<file path="src/sv/ctp_pkg.sv">
`timescale 1ns / 1ps
// ctp_pkg: shared types, constants and helper functions of the Cartesian-to-polar converter.
// No dependencies; imported by every module of the block.

package ctp_pkg;

  // Default geometry of the block
  localparam int COORD_WIDTH_DEF = 16;
  localparam int ANGLE_FRAC_DEF  = 7;

  // Fixed result field widths
  localparam int MAG_WIDTH   = 16;
  localparam int ANGLE_WIDTH = 16;

  // CORDIC vectoring core
  localparam int CORDIC_STEPS = 24;
  localparam int CORDIC_TOP   = 41;  // |x|, |y| are aligned so their MSB lands in the bit just below this
  localparam int CORDIC_WIDTH = 44;  // covers the CORDIC gain plus sign
  localparam int Z_FRAC       = 20;  // angle accumulator in 2^-20 degree
  localparam int Z_WIDTH      = 28;
  localparam int ATAN_WIDTH   = 27;
  localparam int CORDIC_LAT   = CORDIC_STEPS + 1;  // iterations plus clamp/round

  // Root pipeline: square, sum, one stage per root bit, round
  localparam int SQRT_EXTRA = 3;

  // Queue between front and back
  localparam int QUEUE_DEPTH = 2;

  // atan(2^-i) in degrees, scaled by 2^20, rounded to nearest
  localparam logic [ATAN_WIDTH-1:0] ATAN_TAB [CORDIC_STEPS] = '{
    27'd47185920, 27'd27855475, 27'd14718068, 27'd7471121,
    27'd3750058,  27'd1876857,  27'd938658,   27'd469357,
    27'd234682,   27'd117342,   27'd58671,    27'd29335,
    27'd14668,    27'd7334,     27'd3667,     27'd1833,
    27'd917,      27'd458,      27'd229,      27'd115,
    27'd57,       27'd29,       27'd14,       27'd7
  };

  // 90 degrees in accumulator units
  localparam logic [ATAN_WIDTH-1:0] Z_MAX = 27'd94371840;

  // Location code of a point
  typedef enum logic [2:0] {
    LOC_ORIGIN = 3'd0,
    LOC_QUAD1  = 3'd1,
    LOC_QUAD2  = 3'd2,
    LOC_QUAD3  = 3'd3,
    LOC_QUAD4  = 3'd4,
    LOC_X_AXIS = 3'd5,
    LOC_Y_AXIS = 3'd6
  } ctp_loc_e;

  // Classification that travels alongside the coordinates
  typedef struct packed {
    ctp_loc_e loc;
    logic     neg_x;
    logic     neg_y;
  } ctp_meta_t;

  // First-quadrant angle width in 2^-afb degree units (0..90 degrees)
  function automatic int ctp_phi_width(input int afb);
    return ATAN_WIDTH - Z_FRAC + afb;
  endfunction

  // Latency of the back pipeline: the longer of the angle and root paths
  function automatic int ctp_back_latency(input int coord_width);
    return (coord_width + SQRT_EXTRA > CORDIC_LAT) ? coord_width + SQRT_EXTRA : CORDIC_LAT;
  endfunction

endpackage

</file>
<file path="src/sv/ctp_queue.sv">
`timescale 1ns / 1ps
// ctp_queue: short FIFO that decouples the front register from the back pipeline.
// Depends on ctp_pkg for its depth.

module ctp_queue import ctp_pkg::*; #(
  parameter int DATA_WIDTH = $bits(ctp_meta_t) + 2 * COORD_WIDTH_DEF
) (
  input  logic                  clk_i,
  input  logic                  rst_ni,
  input  logic                  push_i,
  input  logic [DATA_WIDTH-1:0] push_data_i,
  output logic                  full_o,
  input  logic                  pop_i,
  output logic                  head_valid_o,
  output logic [DATA_WIDTH-1:0] head_data_o
);

  localparam int PTR_WIDTH = (QUEUE_DEPTH > 1) ? $clog2(QUEUE_DEPTH) : 1;
  localparam int CNT_WIDTH = $clog2(QUEUE_DEPTH + 1);

  logic [DATA_WIDTH-1:0] mem_q [QUEUE_DEPTH];
  logic [PTR_WIDTH-1:0]  wr_ptr_q, wr_ptr_d, rd_ptr_q, rd_ptr_d;
  logic [CNT_WIDTH-1:0]  count_q, count_d;

  function automatic logic [PTR_WIDTH-1:0] next_ptr(input logic [PTR_WIDTH-1:0] ptr);
    return (ptr == PTR_WIDTH'(QUEUE_DEPTH - 1)) ? '0 : ptr + 1'b1;
  endfunction

  // Pointer and fill update; the producers never push when full or pop when empty
  always_comb begin
    wr_ptr_d = push_i ? next_ptr(wr_ptr_q) : wr_ptr_q;
    rd_ptr_d = pop_i  ? next_ptr(rd_ptr_q) : rd_ptr_q;
    count_d  = count_q + CNT_WIDTH'(push_i) - CNT_WIDTH'(pop_i);
  end

  always_ff @(posedge clk_i or negedge rst_ni) begin
    if (!rst_ni) begin
      wr_ptr_q <= '0;
      rd_ptr_q <= '0;
      count_q  <= '0;
    end else begin
      wr_ptr_q <= wr_ptr_d;
      rd_ptr_q <= rd_ptr_d;
      count_q  <= count_d;
    end
  end

  // Entry storage
  always_ff @(posedge clk_i) begin
    if (push_i) begin
      mem_q[wr_ptr_q] <= push_data_i;
    end
  end

  assign full_o       = (count_q == CNT_WIDTH'(QUEUE_DEPTH));
  assign head_valid_o = (count_q != '0);
  assign head_data_o  = mem_q[rd_ptr_q];

endmodule

</file>
<file path="config.mk">
export PLATFORM = sky130hd
export DESIGN_NAME = ctp_queue
export DESIGN_NICKNAME = d
export VERILOG_FILES = /design/src/sv/ctp_pkg.sv /design/src/sv/ctp_queue.sv
export SDC_FILE = /design/constraint.sdc
export NUM_CORES = 1
export LEC_CHECK = 0
export BUFFER_PORTS_ARGS = -buffer_cell sky130_fd_sc_hd__clkbuf_2
export CAP_MARGIN = 20
export CORE_MARGIN = 2
export CORE_UTILIZATION = 55
export CTS_CLUSTER_SIZE = 30
export DETAILED_ROUTE_END_ITERATION = 10
export PLACE_DENSITY_LB_ADDON = 0.2
export SYNTH_ARGS = -nofsm -noshare
export SYNTH_HDL_FRONTEND = slang
export SYNTH_SLANG_ARGS = --single-unit
export TNS_END_PERCENT = 10
</file>
<file path="constraint.sdc">
create_clock -name clk_i -period 3.9 [get_ports clk_i]
set_clock_uncertainty 0.1 [all_clocks]
set_input_delay 0.78 -clock clk_i [delete_from_list [all_inputs] [get_ports clk_i]]
set_output_delay 0.78 -clock clk_i [all_outputs]
set_load 0.005 [all_outputs]
</file>
; Word level (Yosys, flattened, before mapping)
; Memory sizes are Yosys's and may differ from the RTL's.
; Index checks and enable logic that the tools add are counted.
[totals]
mem_count = 1
ramBits = 74
output_inout_bits = 39
input_bits = 41
regBits = 4
word_cells = 14
romBits = 0
latch_bits = 0
[memory_table]
columns = name, depth, word_bits, read_ports, rd_clocked_by_memory_dff, write_ports, line_no
row1 = mem_q, 2, 37, 1, 0, 1, ctp_queue.sv:21  ; logic [DATA_WIDTH-1:0] mem_q [QUEUE_DEPTH];
[op_classes]
reduce_logical = 1
n_div = 0
n_lt_le_gt_ge = 0
mul = 0
n_eq_ne = 1
shifts = 0
n_addsub = 4
n_bitwise = 0
muxes = 4
[ops]
columns = operator, count
row1 = $mux W1, 4
row2 = $add A1 B1 Y1 const B, 2
row3 = $add A2 B1 Y2, 1
row4 = $eq A2 B2 Y1 const B, 1
row5 = $reduce_bool A2 Y1, 1
row6 = $sub A2 B1 Y2, 1

; Depth between registers and ports, before layout
[depth]
ltp_word = 2
mapped_depth = 5
depth_no_buf = 5

; Worst setup path after synthesis
; OpenSTA, ideal clock, no wires.
[synth_path]
kind = input-to-reg
startpoint = input port push_i
endpoint = memory mem_q[0][0] (netlist name), enable pin
n_path_buf = 0
path_slack_ns = 0.923
setup_ns = 0.436
required_ns = 3.364
stages = 1
t_arrival_ns = 2.441
cell_sequence = nor2b_1
[synth_between]
elab_chain_len = 2
[synth_lines]
columns = element, line_no
row1 = start: declaration, ctp_queue.sv:10  ; input logic push_i,
row2 = $mux W1, ctp_queue.sv:50  ; if (push_i) begin
row3 = $mux W1 (implied by the code), ctp_queue.sv:51  ; mem_q[wr_ptr_q] <= push_data_i;
row4 = end: declaration, ctp_queue.sv:21
; No other way between the ends.

; Worst setup path in the final report
[layout_path]
startpoint = register rd_ptr_q
endpoint = output port head_data_o[35]
[layout_between]
elab_chain_len = 1
[layout_lines]
columns = element, line_no
row1 = start: declaration, ctp_queue.sv:22  ; logic [PTR_WIDTH-1:0] wr_ptr_q, wr_ptr_d, rd_ptr_q, rd_ptr_d;
row2 = start signal: assignment, ctp_queue.sv:43  ; rd_ptr_q <= rd_ptr_d;
row3 = $mem_v2 Z2 W37, --
row4 = end: declaration, ctp_queue.sv:15  ; output logic [DATA_WIDTH-1:0] head_data_o
; No other way between the ends.

==> results.yml <==
status:
  outcome: "complete, no violations"
pwr:
  p_switching_uw: 634.1
  p_clk_frac: 0.202
  ir_drop_mv: 0.5118
  seq_power_share: 0.529
  p_sw_frac: 0.2673
  p_leak_uw: 0.001437
  internal-power_uw: 1738
  comb_power_share: 0.269
  powerDensity_nw_per_um2: 667.5
timing:
  final_max_slew_viol_count: 0
  finalSetupViolCount: 0
  slew-limit-headroom: 0.3022
  hold_viol_final: 0
  rsz0062_at_grt: "false"
  timing.final.crit_share: 0.7220
  fin_crit_ps: 2816
  fmax_mhz: 355.1
  finalSetupTns_ps: 0
  worst_slew_pin_slew_ps: 1044
finish:
  seqCellArea_um2: 2323
  nNetsFinal: 259
  multi_input_area_um2: 591.8
  drive_gt1_frac: 0.5909
  nFillCells: 378
  antennaDiodeCount: 0
  postLayoutCoreUtil: 0.6913
  area_delta_synth_final_pct: 20.39
  fin_cells: 290
  fin_area_um2: 3553
cts:
  post-cts-setup-buffers: 0
  holdBufCountCts: 0
  clock_latency_ps: 330
  cts_tree: "done"
  clockBufferDepth: 2
  clockRootBuffer: "clkbuf_8"
  htree_levels: 3
  clk_pin_slew_worst_paths_ps: 70
  tritoncts.num_buffers: 9
  cts-resized-gates: 0
  clock-sinks: 78
floorplanning:
  dieArea_um2: 5968
  ioPinCount: 80
  die_y_um: 77.26
  initial_core_util: 0.5742
  coreArea_um2: 5140
  core.rowCount: 26
  fp.dieW_um: 77.26
global_route:
  grt.overflow.total: 0
  grt_max_degree: 39
  grt_pass1_wl_mm: 7.176
  antenna_found_initial: 0
  track_usage: 0.1651
  grt_pass1_vias: 1601
critical_path:
  cp_top_family: "flip-flops"
  arrival_ps: 1940
  worstSetupEndpointType: "output port"
  timing.rr.start: "wr_ptr_q"
  path_buf_inv: 1
  critPathSlowestCell: "dfrtp_2"
  critPathLaunchType: "flip-flop"
  max_stage_delay_ps: 1030
  worst-path-max-fanout: 38
  crit_start: "rd_ptr_q"
  path_cells: "mux2_2, clkbuf_2"
  cp.required_ps: 3020
  critPathKind: "reg2out"
synthesis:
  synthesis.nets: 173
  ys_warn_count: 0
  synth_area_leaders: "edfxtp_1 75%, mux2_4 10%, mux2_2 6.5%, dfrtp_1 3.4%, buf_6 1.1%"
  ys_ff_latch: 78
  syn_inst: 130
  yosysSeqAreaShare: 0.7868
  yosysUniqueCellTypes: 13
  synth_top_area_frac: 0.7529
  syn_area_per_cell_um2: 22.70
  synth_top_area_cell: "edfxtp_1"
  syn_area_um2: 2952
route:
  postRouteAntennaNets: 0
  via_per_inst: 4.972
  wl_per_cell_um: 15.67
  remaining_drc_errors: 0
  vias: 1442
  drt_first_iter_violations: 81
  wl_mm: 4.543
  drt_pass1_iterations: 4
placement:
  io_buffers: 79
  place_inst: 275
  finalWeightedCongestion: 0.6484
  place_area_um2: 3406
  hpwl_mm: 2.985
min_path:
  hold_class: "in2async"
flow_run:
  max-cap-violations: 0
-- cell type report --
type                            count  share of cell area
Clock buffer                       12             0.03803
Clock inverter                      3            0.003521
Inverter                            2            0.002113
Multi-Input combinational cell     46              0.1665
Sequential cell                    78              0.6539
Tap cell                           70             0.02465
Timing Repair Buffer               79              0.1113
-- power groups by stage --
stage                     combinational (µW)  clock, µW  sequential [µW]
after floorplan                          504          0             1170
after global placement                   634          0             1260
after detailed placement                 651          0             1280
after CTS                                653        484             1260
after global routing                     693        519             1280
final                                    638        480             1250
-- stage by stage --
stage | hold slack [ps] | setup slack, ps | power, µW
6_report | 134.0 | 1084 | 2372
5_1_grt | 121.2 | 954.4 | 2493
4_1_cts | 124.9 | 1047 | 2396
3_5_place_dp | 439.1 | 1415 | 1927
3_3_place_gp | 421.0 | 1433 | 1898
2_1_floorplan | 353.1 | 923.1 | 1675
-- layer usage --
layer | part of all wire | GRT usage
met4 | 0.021 | 0.09464
met5 | 0 | 0
met1 | 0.38 | 0.1723
met3 | 0.058 | 0.05765
met2 | 0.54 | 0.2870
-- worst paths after layout --
path,end,slack (ps),cells after the start
setup / recovery,head_data_o[35],1080,2
hold / removal,count_q[1],130,1
setup reg to reg,mem_q[0][4],2150,1
hold reg to reg,wr_ptr_q,450,1
max in group asynchronous,rd_ptr_q,3440,1
min in group clk_i,wr_ptr_q,450,1
-- synth_stat cells --
cell / count
dfrtp_1: 4
mux2_2: 17
edfxtp_1: 74
or2_2: 1
xor3_1: 1
mux2_4: 20
and2_1: 1
inv_1: 2
ha_1: 2
buf_6: 3
buf_2: 1
nor2b_1: 2
xor2_1: 2
-- cells by family after synthesis --
family                   Yosys count  share of synthesized area
adder cells (fa/ha/maj)            2                   0.008477
XOR/XNOR                           3                    0.01399
buffers and inverters              6                    0.01568
flip-flops                        78                     0.7868
AND/OR/NAND/NOR                    4                   0.008480
multiplexers                      37                     0.1666
-- layout by cell type, fill, tap and decap left out --
| master | netlist | layout |
|---|---|---|
| and2_2 | 0 | 1 |
| xor2_1 | 2 | 2 |
| clkbuf_1 | 0 | 3 |
| clkinv_2 | 0 | 1 |
| edfxtp_1 | 74 | 74 |
| mux2_2 | 17 | 17 |
| nor2b_4 | 0 | 1 |
| clkinv_1 | 0 | 2 |
| dfrtp_2 | 0 | 1 |
| clkbuf_8 | 0 | 9 |
| dfrtp_1 | 4 | 3 |
| mux2_4 | 20 | 20 |
| clkbuf_2 | 0 | 79 |
| ha_1 | 2 | 2 |
| or2_2 | 1 | 1 |
| xor3_1 | 1 | 1 |
| inv_1 | 2 | 2 |
| nor2b_1 | 2 | 1 |
-- registers in the layout, summed over array words and instances (netlist names) --
signal	cells
mem_q	74
rd_ptr_q	1
wr_ptr_q	1
count_q	2
No activity file was read; power rests on OpenSTA's default activity.
