## src/sv/ctp_pkg.sv

```systemverilog
`timescale 1ns / 1ps
// ctp_pkg: shared types, constants and helper functions of the Cartesian-to-polar converter.
// No dependencies; imported by every module of the block.

package ctp_pkg;

  // Default geometry of the block
  localparam int COORD_WIDTH_DEF = 16;
  localparam int ANGLE_FRAC_DEF  = 7;

  // Fixed result field widths
  localparam int MAG_WIDTH   = 16;
  localparam int ANGLE_WIDTH = 16;

  // CORDIC vectoring core
  localparam int CORDIC_STEPS = 24;
  localparam int CORDIC_TOP   = 41;  // |x|, |y| are aligned so their MSB lands in the bit just below this
  localparam int CORDIC_WIDTH = 44;  // covers the CORDIC gain plus sign
  localparam int Z_FRAC       = 20;  // angle accumulator in 2^-20 degree
  localparam int Z_WIDTH      = 28;
  localparam int ATAN_WIDTH   = 27;
  localparam int CORDIC_LAT   = CORDIC_STEPS + 1;  // iterations plus clamp/round

  // Root pipeline: square, sum, one stage per root bit, round
  localparam int SQRT_EXTRA = 3;

  // Queue between front and back
  localparam int QUEUE_DEPTH = 2;

  // atan(2^-i) in degrees, scaled by 2^20, rounded to nearest
  localparam logic [ATAN_WIDTH-1:0] ATAN_TAB [CORDIC_STEPS] = '{
    27'd47185920, 27'd27855475, 27'd14718068, 27'd7471121,
    27'd3750058,  27'd1876857,  27'd938658,   27'd469357,
    27'd234682,   27'd117342,   27'd58671,    27'd29335,
    27'd14668,    27'd7334,     27'd3667,     27'd1833,
    27'd917,      27'd458,      27'd229,      27'd115,
    27'd57,       27'd29,       27'd14,       27'd7
  };

  // 90 degrees in accumulator units
  localparam logic [ATAN_WIDTH-1:0] Z_MAX = 27'd94371840;

  // Location code of a point
  typedef enum logic [2:0] {
    LOC_ORIGIN = 3'd0,
    LOC_QUAD1  = 3'd1,
    LOC_QUAD2  = 3'd2,
    LOC_QUAD3  = 3'd3,
    LOC_QUAD4  = 3'd4,
    LOC_X_AXIS = 3'd5,
    LOC_Y_AXIS = 3'd6
  } ctp_loc_e;

  // Classification that travels alongside the coordinates
  typedef struct packed {
    ctp_loc_e loc;
    logic     neg_x;
    logic     neg_y;
  } ctp_meta_t;

  // First-quadrant angle width in 2^-afb degree units (0..90 degrees)
  function automatic int ctp_phi_width(input int afb);
    return ATAN_WIDTH - Z_FRAC + afb;
  endfunction

  // Latency of the back pipeline: the longer of the angle and root paths
  function automatic int ctp_back_latency(input int coord_width);
    return (coord_width + SQRT_EXTRA > CORDIC_LAT) ? coord_width + SQRT_EXTRA : CORDIC_LAT;
  endfunction

endpackage

```

## src/sv/ctp_front.sv

```systemverilog
`timescale 1ns / 1ps
// ctp_front: input register of the converter; takes a point, forms |x|, |y| and its location.
// Depends on ctp_pkg.

module ctp_front import ctp_pkg::*; #(
  parameter int COORD_WIDTH = COORD_WIDTH_DEF
) (
  input  logic                          clk_i,
  input  logic                          rst_ni,
  input  logic                          in_valid_i,
  output logic                          in_stall_o,
  input  logic signed [COORD_WIDTH-1:0] coord_x_i,
  input  logic signed [COORD_WIDTH-1:0] coord_y_i,
  input  logic                          full_i,
  output logic                          push_o,
  output logic        [COORD_WIDTH-1:0] abs_x_o,
  output logic        [COORD_WIDTH-1:0] abs_y_o,
  output ctp_meta_t                     meta_o
);

  logic                   neg_x, neg_y, zero_x, zero_y;
  logic [COORD_WIDTH-1:0] abs_x, abs_y;
  ctp_loc_e               loc;
  logic                   load;
  logic                   valid_q, valid_d;
  logic [COORD_WIDTH-1:0] abs_x_q, abs_y_q;
  ctp_meta_t              meta_q;

  // Sign, magnitude and zero tests
  assign neg_x  = coord_x_i[COORD_WIDTH-1];
  assign neg_y  = coord_y_i[COORD_WIDTH-1];
  assign abs_x  = neg_x ? $unsigned(-coord_x_i) : $unsigned(coord_x_i);
  assign abs_y  = neg_y ? $unsigned(-coord_y_i) : $unsigned(coord_y_i);
  assign zero_x = (coord_x_i == '0);
  assign zero_y = (coord_y_i == '0);

  // Location decode
  always_comb begin
    if (zero_x && zero_y) begin
      loc = LOC_ORIGIN;
    end else if (zero_y) begin
      loc = LOC_X_AXIS;
    end else if (zero_x) begin
      loc = LOC_Y_AXIS;
    end else begin
      unique case ({neg_x, neg_y})
        2'b00: loc = LOC_QUAD1;
        2'b10: loc = LOC_QUAD2;
        2'b11: loc = LOC_QUAD3;
        2'b01: loc = LOC_QUAD4;
      endcase
    end
  end

  // Handshake: hold the register only while the queue is full
  assign in_stall_o = valid_q && full_i;
  assign push_o     = valid_q && !full_i;
  assign load       = in_valid_i && !in_stall_o;
  assign valid_d    = load || (valid_q && full_i);

  always_ff @(posedge clk_i or negedge rst_ni) begin
    if (!rst_ni) begin
      valid_q <= 1'b0;
    end else begin
      valid_q <= valid_d;
    end
  end

  always_ff @(posedge clk_i) begin
    if (load) begin
      abs_x_q <= abs_x;
      abs_y_q <= abs_y;
      meta_q  <= '{loc: loc, neg_x: neg_x, neg_y: neg_y};
    end
  end

  assign abs_x_o = abs_x_q;
  assign abs_y_o = abs_y_q;
  assign meta_o  = meta_q;

endmodule

```

## config.mk

```make
export PLATFORM = sky130hd
export DESIGN_NAME = ctp_front
export DESIGN_NICKNAME = d
export VERILOG_FILES = /design/src/sv/ctp_pkg.sv /design/src/sv/ctp_front.sv
export SDC_FILE = /design/constraint.sdc
export NUM_CORES = 1
export LEC_CHECK = 0
export ABC_AREA = 1
export BUFFER_PORTS_ARGS = -buffer_cell sky130_fd_sc_hd__buf_2
export CAP_MARGIN = 20
export CORE_MARGIN = 3
export CORE_UTILIZATION = 50
export CTS_CLUSTER_DIAMETER = 100
export DETAILED_ROUTE_END_ITERATION = 6
export PLACE_DENSITY_LB_ADDON = 0.1
export SETUP_SLACK_MARGIN = 0.1
export SYNTH_ARGS = -nofsm -noshare
export SYNTH_HDL_FRONTEND = slang
export SYNTH_SLANG_ARGS = --single-unit
export TNS_END_PERCENT = 100
```

## constraint.sdc

```tcl
create_clock -name clk_i -period 3.05 [get_ports clk_i]
set_input_delay 0.1525 -clock clk_i [delete_from_list [all_inputs] [get_ports clk_i]]
set_output_delay 0.1525 -clock clk_i [all_outputs]
set_load 0.05 [all_outputs]
```

* Word-level counts from Yosys, hierarchy flattened
Cells that the tools add are included.
** Cells by class
- $add $sub $neg :: 2
- Eq/ne operators :: 3
- Mux-type cells :: 5
- Reductions and logical operators :: 11
** Operators with widths (count)
- zero test 16 bit :: 2
- negation 16 bit :: 2
- 2-to-1 mux 15 bit :: 2
- case mux 3 bit (4 select lines) :: 1
- 2-to-1 mux 3 bit :: 2
- == test 2 bit, second input constant :: 2
- logical AND 1 bit :: 4
- == test 2 x 1 -> 1 bit, second input constant :: 1
- zero test 1 bit :: 2
- zero test 2 bit :: 1
- OR reduction 2 bit :: 1
- logical OR 1 bit :: 1
** Storage, ports and cells
- Flip-flop bits (word level) :: 38
- Input bits :: 36
- Output and inout port bits :: 39
- Word-level logic and storage cells :: 30

* Depth between registers and ports, before layout
Gate-level depths: netlist of run 1.
- Depth after elaboration :: 4
- Mapped depth :: 9
- Mapped depth without buffers :: 9

* Least setup slack after synthesis of run 1
Ideal clock, no wire load.
- Kind :: flip-flop to flip-flop
- Start :: register valid_q
- End :: register abs_x_q[0], in the netlist abs_x_o[0], enable pin
- Library setup time :: 0.431 ns
- Arrival time :: 2.277 ns
- Required time :: 2.619 ns
- Path slack :: 0.341 ns
- Stages on the path, launching flop included :: 4
- Path buffers :: 0
- Period minus slack after synthesis :: 2.709 ns
- Cells stage by stage :: dfrtp_1 > nand2_1 > inv_1 > nor2_1
** On the way
- Longest elaborated chain between the ends :: 3
** RTL lines
- start: declaration :: line ctp_front.sv:25 : logic valid_q, valid_d;
- start signal: assignment :: line ctp_front.sv:65 : valid_q <= valid_d;
- logical AND 1 bit :: line ctp_front.sv:56 : assign in_stall_o = valid_q && full_i;
- via in_stall_o :: line ctp_front.sv:11 : output logic in_stall_o,
- zero test 1 bit :: line ctp_front.sv:58 : assign load = in_valid_i && !in_stall_o;
- logical AND 1 bit :: line ctp_front.sv:58
- via load :: line ctp_front.sv:24 : logic load;
- end signal: assignment :: line ctp_front.sv:71 : abs_x_q <= abs_x;
- end: declaration :: line ctp_front.sv:26 : logic [COORD_WIDTH-1:0] abs_x_q, abs_y_q;
The timed path passes the listed nets, and every way through them passes these cells.
A chain may end at the register's enable or synchronous reset.

* Worst setup path after layout of run 1
- Start :: register valid_q
- End :: register abs_y_q[0], in the netlist abs_y_o[0], enable pin
** On the way
- Longest elaborated chain between the ends :: 3
** RTL lines
- logical AND 1 bit :: line ctp_front.sv:56
- zero test 1 bit :: line ctp_front.sv:58
- logical AND 1 bit :: line ctp_front.sv:58
- via load :: line ctp_front.sv:24
- end signal: assignment :: line ctp_front.sv:72 : abs_y_q <= abs_y;
- end: declaration :: line ctp_front.sv:26
The timed path passes the listed nets, and every way through them passes these cells.

==> metrics.cfg, run 1 <==
[finish]
syn2layout_area_growth_pct=25.2
drive_above_1_share_pct=29.7
antenna_cells=0
fin_util_pct=68.5
fin_cells=361
fin_nets=354
fillCellCount=335

[yosys]
ys_ff_latch=38
synthCells=234
synth.distinct_cells=24
syn_area_per_cell_um2=9.01
syn_nets=276
ys_seq_area_share_pct=53.9
ys_warn_count=0
netlist_area_mm2=0.00211

[drt]
drtAntennaViolNets=0
vias=1755
dr.pass1.iters=4
wl_per_cell_um=11.8
drc_errors=0
via_per_inst=4.86
routed_wl_mm=4.26
dr.first_iter.drc_count=144

[clock_network]
root_buffer=clkbuf_8
h-tree-depth=2
post_cts_buffers=0
post_cts_resized=0
postCtsHoldBufs=1
cts_tree=done
clockBufferDepth=2
clock_latency_ns=0.28
clock-sinks=38
clk_pin_slew_ns=0.07
numCtsBuffers=5

[timing]
slew_violations=0
min_period_ns=1.69
hold_ws_ns=0.0612
setup_viol=0
fin_crit_sh_pct=55.4
relSlewSlack_pct=31.7
fmax_mhz=591
clock_skew_ns=0.00374
worstMarginPinSlew_ns=1.02
tns_ns=0
finalHoldViolCount=0
rsz0062_at_grt=false

[worst_setup_path]
start_kind=flip-flop
crit_path_end_kind=flip-flop
rr_startpoint=valid_q
r2r-end=abs_y_o[0]
cp.arrival_ns=1.59
path_class=flip-flop to flip-flop
crit_path_max_fanout=37
path_cells=nand2_1, inv_1, nor2_4
max_stage_delay_ns=0.77
r2r_slack_ns=1.36
r2r_cells=3
cpMaxStageDelayCell=nor2_4
crit_family=simple AND/OR/NAND/NOR gates
required_ns=2.95
crit_buf_inv=1

[place]
finalWeightedCongestion=0.812
dp.cells=352
io_buffer_count=74
hpwl_mm=3.19

[global_routing]
grt_pass1_vias=1648
grt-ovfl-total=0
track_usage_pct=18.0
grt_max_degree=38
antenna_found_initial=0
grt_pass1_wl_mm=7.28

[worst_hold_path]
hold-path-endpoint=abs_x_o[0]
whs_path_depth=1
hp-class=input pin to flip-flop
hp-start=coord_x_i[0]

[floorplanning]
die_x_um=70.9
rows=22
io_pins=75
die_area_mm2=0.00503
die_h_um=70.9
start_util_pct=54.7
coreArea_mm2=0.00385

[pwr]
power_uw=1340
ir_worst_vdd_mv=0.235
power.density_mw_per_mm2=509
p_leak_uw=0.00127

[flow_run]
maxCapViolations=0

[run_status]
status=finished, final reports clean

==> report_power, final <==
group / leakage (µW) / internal, µW / switching, µW
Combinational: 0.000854 / 77.8 / 226
Clock: 0.0000524 / 245 / 168
Sequential: 0.000366 / 620 / 7.95
Total: 0.00127 / 942 / 402
==> Yosys cell counts <==
master	n	share of area, %
nand2_1	67	12
edfxtp_1	37	53
inv_1	31	5.5
nor2_1	24	4.3
nand3_1	21	5.0
o21ai_0	9	2.1
xnor2_1	8	3.3
ha_1	6	3.6
xor2_1	6	2.5
nor2_2	5	1.5
buf_2	3	0.71
nand2_2	2	0.59
nand3b_1	2	0.71
nand4_1	2	0.59
nor3_1	2	0.47
buf_4	1	0.36
dfrtp_1	1	1.2
inv_2	1	0.18
nand3_2	1	0.47
nor2_4	1	0.53
o21ai_1	1	0.24
o21ai_2	1	0.42
o21bai_1	1	0.36
xor2_2	1	0.77
==> flip-flops by register name (all words and copies together), names as in the netlist <==
signal / count
abs_x_o: 16
abs_y_o: 16
meta_o: 5
valid_q: 1
==> metal layers <==
metal  up-vias  routed length (µm)  GRT usage, %
met5         -                   0             0
met4         0                  44          3.76
met3         6                 354          5.40
met2        69                1900          28.0
met1       769                1950          25.2
li1        911                   -             -
==> kinds of logic (layout without fill, tap and decap cells) <==
kind of cell	count (synthesis)	in the layout	share of synthesized area (%)
xor+xnor	15	15	6.59
buf+inv	36	115	6.77
compound gates	12	12	3.15
fa+ha+maj	6	6	3.56
simple gates	127	127	26.1
flops	38	38	53.9
==> metrics by stage <==
step           setup slack (ns)  cell area [µm²]
4_1_cts                    1.32             2640
3_3_place_gp               1.38             2520
2_1_floorplan             0.341             2110
5_1_grt                    1.23             2640
3_5_place_dp               1.34             2520
6_report                   1.36             2640
==> worst max-delay path by stage <==
stage	from	end	slack [ns]	cells after the start
2_1_floorplan	valid_q	abs_x_o[0]	0.34	3
3_3_place_gp	valid_q	abs_x_o[13]	1.38	3
3_5_place_dp	valid_q	abs_x_o[11]	1.34	3
4_1_cts	valid_q	abs_y_o[0]	1.32	3
5_1_grt	valid_q	abs_y_o[0]	1.23	3
6_report	valid_q	abs_y_o[0]	1.36	3
==> cell usage in the layout (no fill, tap or decap), types with 2 or more instances in the layout <==
cell and count:
nand3b_1 2, xor2_1 6, edfxtp_1 37, nor2_4 2, clkbuf_8 5, o21ai_0 9
clkbuf_1 2, nand2_1 67, nor2_1 23, nor3_1 2, ha_1 6, nor2_2 5
nand4_1 2, nand3_1 21, buf_2 74, xnor2_1 8, nand2_2 2, inv_1 31
==> layout make-up <==
type	instances	area, µm²	area share, %
clock buffer	7	76.3	2.89
clock inverter	1	30.0	1.14
inverter	32	120	4.55
multi-input combinational	160	837	31.7
sequential	38	1140	43.0
tap	48	60.1	2.27
timing repair buffer	75	380	14.4
==> worst register-to-register path: cells and delay by family (launching register included) <==
| family | cells | cell delay [ns] |
|---|---|---|
| AND/OR/NAND/NOR | 2 | 0.85 |
| flip-flops | 1 | 0.38 |
| buffers and inverters | 1 | 0.07 |
Power figures use the tool's default switching activity.
==> inputs of run 2 (changes only) <==
--- a/config.mk
+++ b/config.mk
@@ -9,7 +9,7 @@
 export BUFFER_PORTS_ARGS = -buffer_cell sky130_fd_sc_hd__buf_2
 export CAP_MARGIN = 20
 export CORE_MARGIN = 3
-export CORE_UTILIZATION = 50
+export CORE_UTILIZATION = 45
 export CTS_CLUSTER_DIAMETER = 100
 export DETAILED_ROUTE_END_ITERATION = 6
 export PLACE_DENSITY_LB_ADDON = 0.1
==> constraint.sdc (replaced) <==
create_clock -name clk_i -period 1.51 [get_ports clk_i]
set_input_delay 0.0755 -clock clk_i [delete_from_list [all_inputs] [get_ports clk_i]]
set_output_delay 0.0755 -clock clk_i [all_outputs]
set_load 0.05 [all_outputs]
==> metrics.cfg, run 2 (synthesized netlist as in run 1, its figures left out) <==
[worst_setup_path]
cp.arrival_ns=1.17  ; was 1.59 ns
startpoint=valid_q  ; unchanged
start_kind=flip-flop  ; unchanged
crit_path_max_fanout=37  ; unchanged
r2r-end=abs_x_o[3]  ; was abs_y_o[0]
path_class=flip-flop to flip-flop  ; unchanged
required_ns=1.49  ; was 2.95 ns
r2r_slack_ns=0.33  ; was 1.36 ns
cp-endpoint=abs_x_o[3]  ; was abs_y_o[0]
crit_path_end_kind=flip-flop  ; unchanged
rr_startpoint=valid_q  ; unchanged
r2r_cells=4  ; was 3

[clock_network]
post_cts_buffers=0  ; unchanged
cts_tree=done  ; unchanged
postCtsHoldBufs=3  ; was 1
clockBufferDepth=2  ; unchanged
clock-sinks=38  ; unchanged
clock_latency_ns=0.29  ; was 0.28 ns
clk_pin_slew_ns=0.07  ; about the same
root_buffer=clkbuf_8  ; unchanged
numCtsBuffers=5  ; unchanged
post_cts_resized=0  ; unchanged
h-tree-depth=2  ; unchanged

[floorplanning]
io_pins=75  ; unchanged
rows=24  ; was 22
die_area_mm2=0.00554  ; was 0.00503 mm²
coreArea_mm2=0.00444  ; was 0.00385 mm²
start_util_pct=47.4  ; was 54.7%
die_x_um=74.4  ; was 70.9 µm
die_h_um=74.4  ; was 70.9 µm

[finish]
fin_cells=369  ; was 361
syn2layout_area_growth_pct=27.8  ; was 25.2%
antenna_cells=0  ; unchanged
final_common_cell=buf_2  ; unchanged
drive_above_1_share_pct=30.6  ; was 29.7%
layout_common_cells=74 x buf_2, 67 x nand2_1, 37 x edfxtp_1, 31 x inv_1, 23 x nor2_1  ; unchanged
fin_nets=358  ; was 354
stdcell_area_mm2=0.00270  ; was 0.00264 mm²

[pwr]
power_uw=2740  ; was 1340 µW
power.density_mw_per_mm2=1020  ; was 509 mW/mm²
p_comb_share_pct=22.9  ; was 22.6%
p_clk_share_pct=30.8  ; was 30.7%
p_leak_uw=0.00130  ; was 0.00127 µW
switching_share_pct=30.4  ; was 29.9%
power_frac_seq_pct=46.3  ; was 46.7%
p_int_uw=1910  ; was 942 µW
ir_worst_vdd_mv=0.566  ; was 0.235 mV
net-switching-power_uw=831  ; was 402 µW

[place]
dpl_cell_area_mm2=0.00256  ; was 0.00252 mm²
finalWeightedCongestion=0.808  ; was 0.812
hpwl_mm=3.30  ; was 3.19 mm
dp.cells=358  ; was 352
io_buffer_count=74  ; unchanged

[timing]
clock_skew_ns=0.00179  ; was 0.00374 ns
slew_violations=0  ; unchanged
min_period_ns=1.18  ; was 1.69 ns
fmax_mhz=845  ; was 591 MHz
worstMarginPinSlew_ns=0.346  ; was 1.02 ns
setup_viol=0  ; unchanged
rsz0062_at_grt=false  ; unchanged
finalHoldViolCount=0  ; unchanged
relSlewSlack_pct=76.9  ; was 31.7%
fin_crit_sh_pct=78.4  ; was 55.4%

[global_routing]
antenna_found_initial=0  ; unchanged
grt-ovfl-total=0  ; unchanged
grt_max_degree=38  ; unchanged
track_usage_pct=16.4  ; was 18.0%
grt_pass1_wl_mm=7.00  ; was 7.28 mm
grt_pass1_vias=1614  ; was 1648

[run_status]
status=finished, final reports clean  ; unchanged

[drt]
dr.first_iter.drc_count=56  ; was 144
routed_wl_mm=4.34  ; was 4.26 mm
drc_errors=0  ; unchanged
drtAntennaViolNets=0  ; unchanged
wl_per_cell_um=11.8  ; about the same
dr.pass1.iters=4  ; unchanged
via_per_inst=4.83  ; was 4.86
vias=1782  ; was 1755

[flow_run]
maxCapViolations=0  ; unchanged

[worst_hold_path]
hp-class=input pin to flip-flop  ; unchanged

[run 2: worst min-delay path by stage]
stage | start | end | slack [ns] | depth (start not counted)
CTS | full_i | valid_q | 0.02 | 3
finish | in_valid_i | valid_q | 0.02 | 3
detailed placement | rst_ni | valid_q | -0.15 | 1
floorplan | rst_ni | valid_q | -0.22 | 0
global placement | rst_ni | valid_q | -0.15 | 1
global route | in_valid_i | valid_q | 0.07 | 3
[run 2: layout make-up]
type	count	area [µm²]
Sequential cell	38	1140
Fill cell	421	1750
Tap cell	52	65.1
Inverter	32	120
Clock buffer	5	68.8
Timing Repair Buffer	79	428
Multi-Input combinational cell	160	837
Clock inverter	3	40.0
[run 2: power groups by stage]
stage | clock (µW) | sequential [µW] | combinational, µW
detailed placement | 0 | 1290 | 627
global placement | 0 | 1290 | 623
finish | 842 | 1270 | 628
global route | 906 | 1270 | 683
CTS | 875 | 1270 | 634
floorplan | 0 | 1530 | 208
[run 2: per-layer routing]
layer | vias up | track usage (%) | wire [µm]
met5 | - | 0 | 0
met4 | 0 | 4.74 | 52
met1 | 792 | 21.4 | 1970
met2 | 68 | 26.7 | 1990
met3 | 6 | 4.73 | 331
li1 | 916 | - | -
[run 2: worst max-delay path, stage by stage, from the launching register on]
cell and delay [ns]:
dfrtp_1 0.38, nand2_1 0.08, inv_1 0.07, nor2_4 0.10, buf_12 0.23
[run 2: per-stage QoR]
stage	setup TNS, ns	util [%]	worst slack, ns	hold WS, ns
after detailed placement	0	57.5	0.162	-0.145
final	0	60.6	0.327	0.0245
after global routing	0	60.6	0.251	0.0672
after floorplan	-6.59	-	-0.178	-0.220
after CTS	0	60.6	0.317	0.0163
after global placement	0	57.5	0.250	-0.149
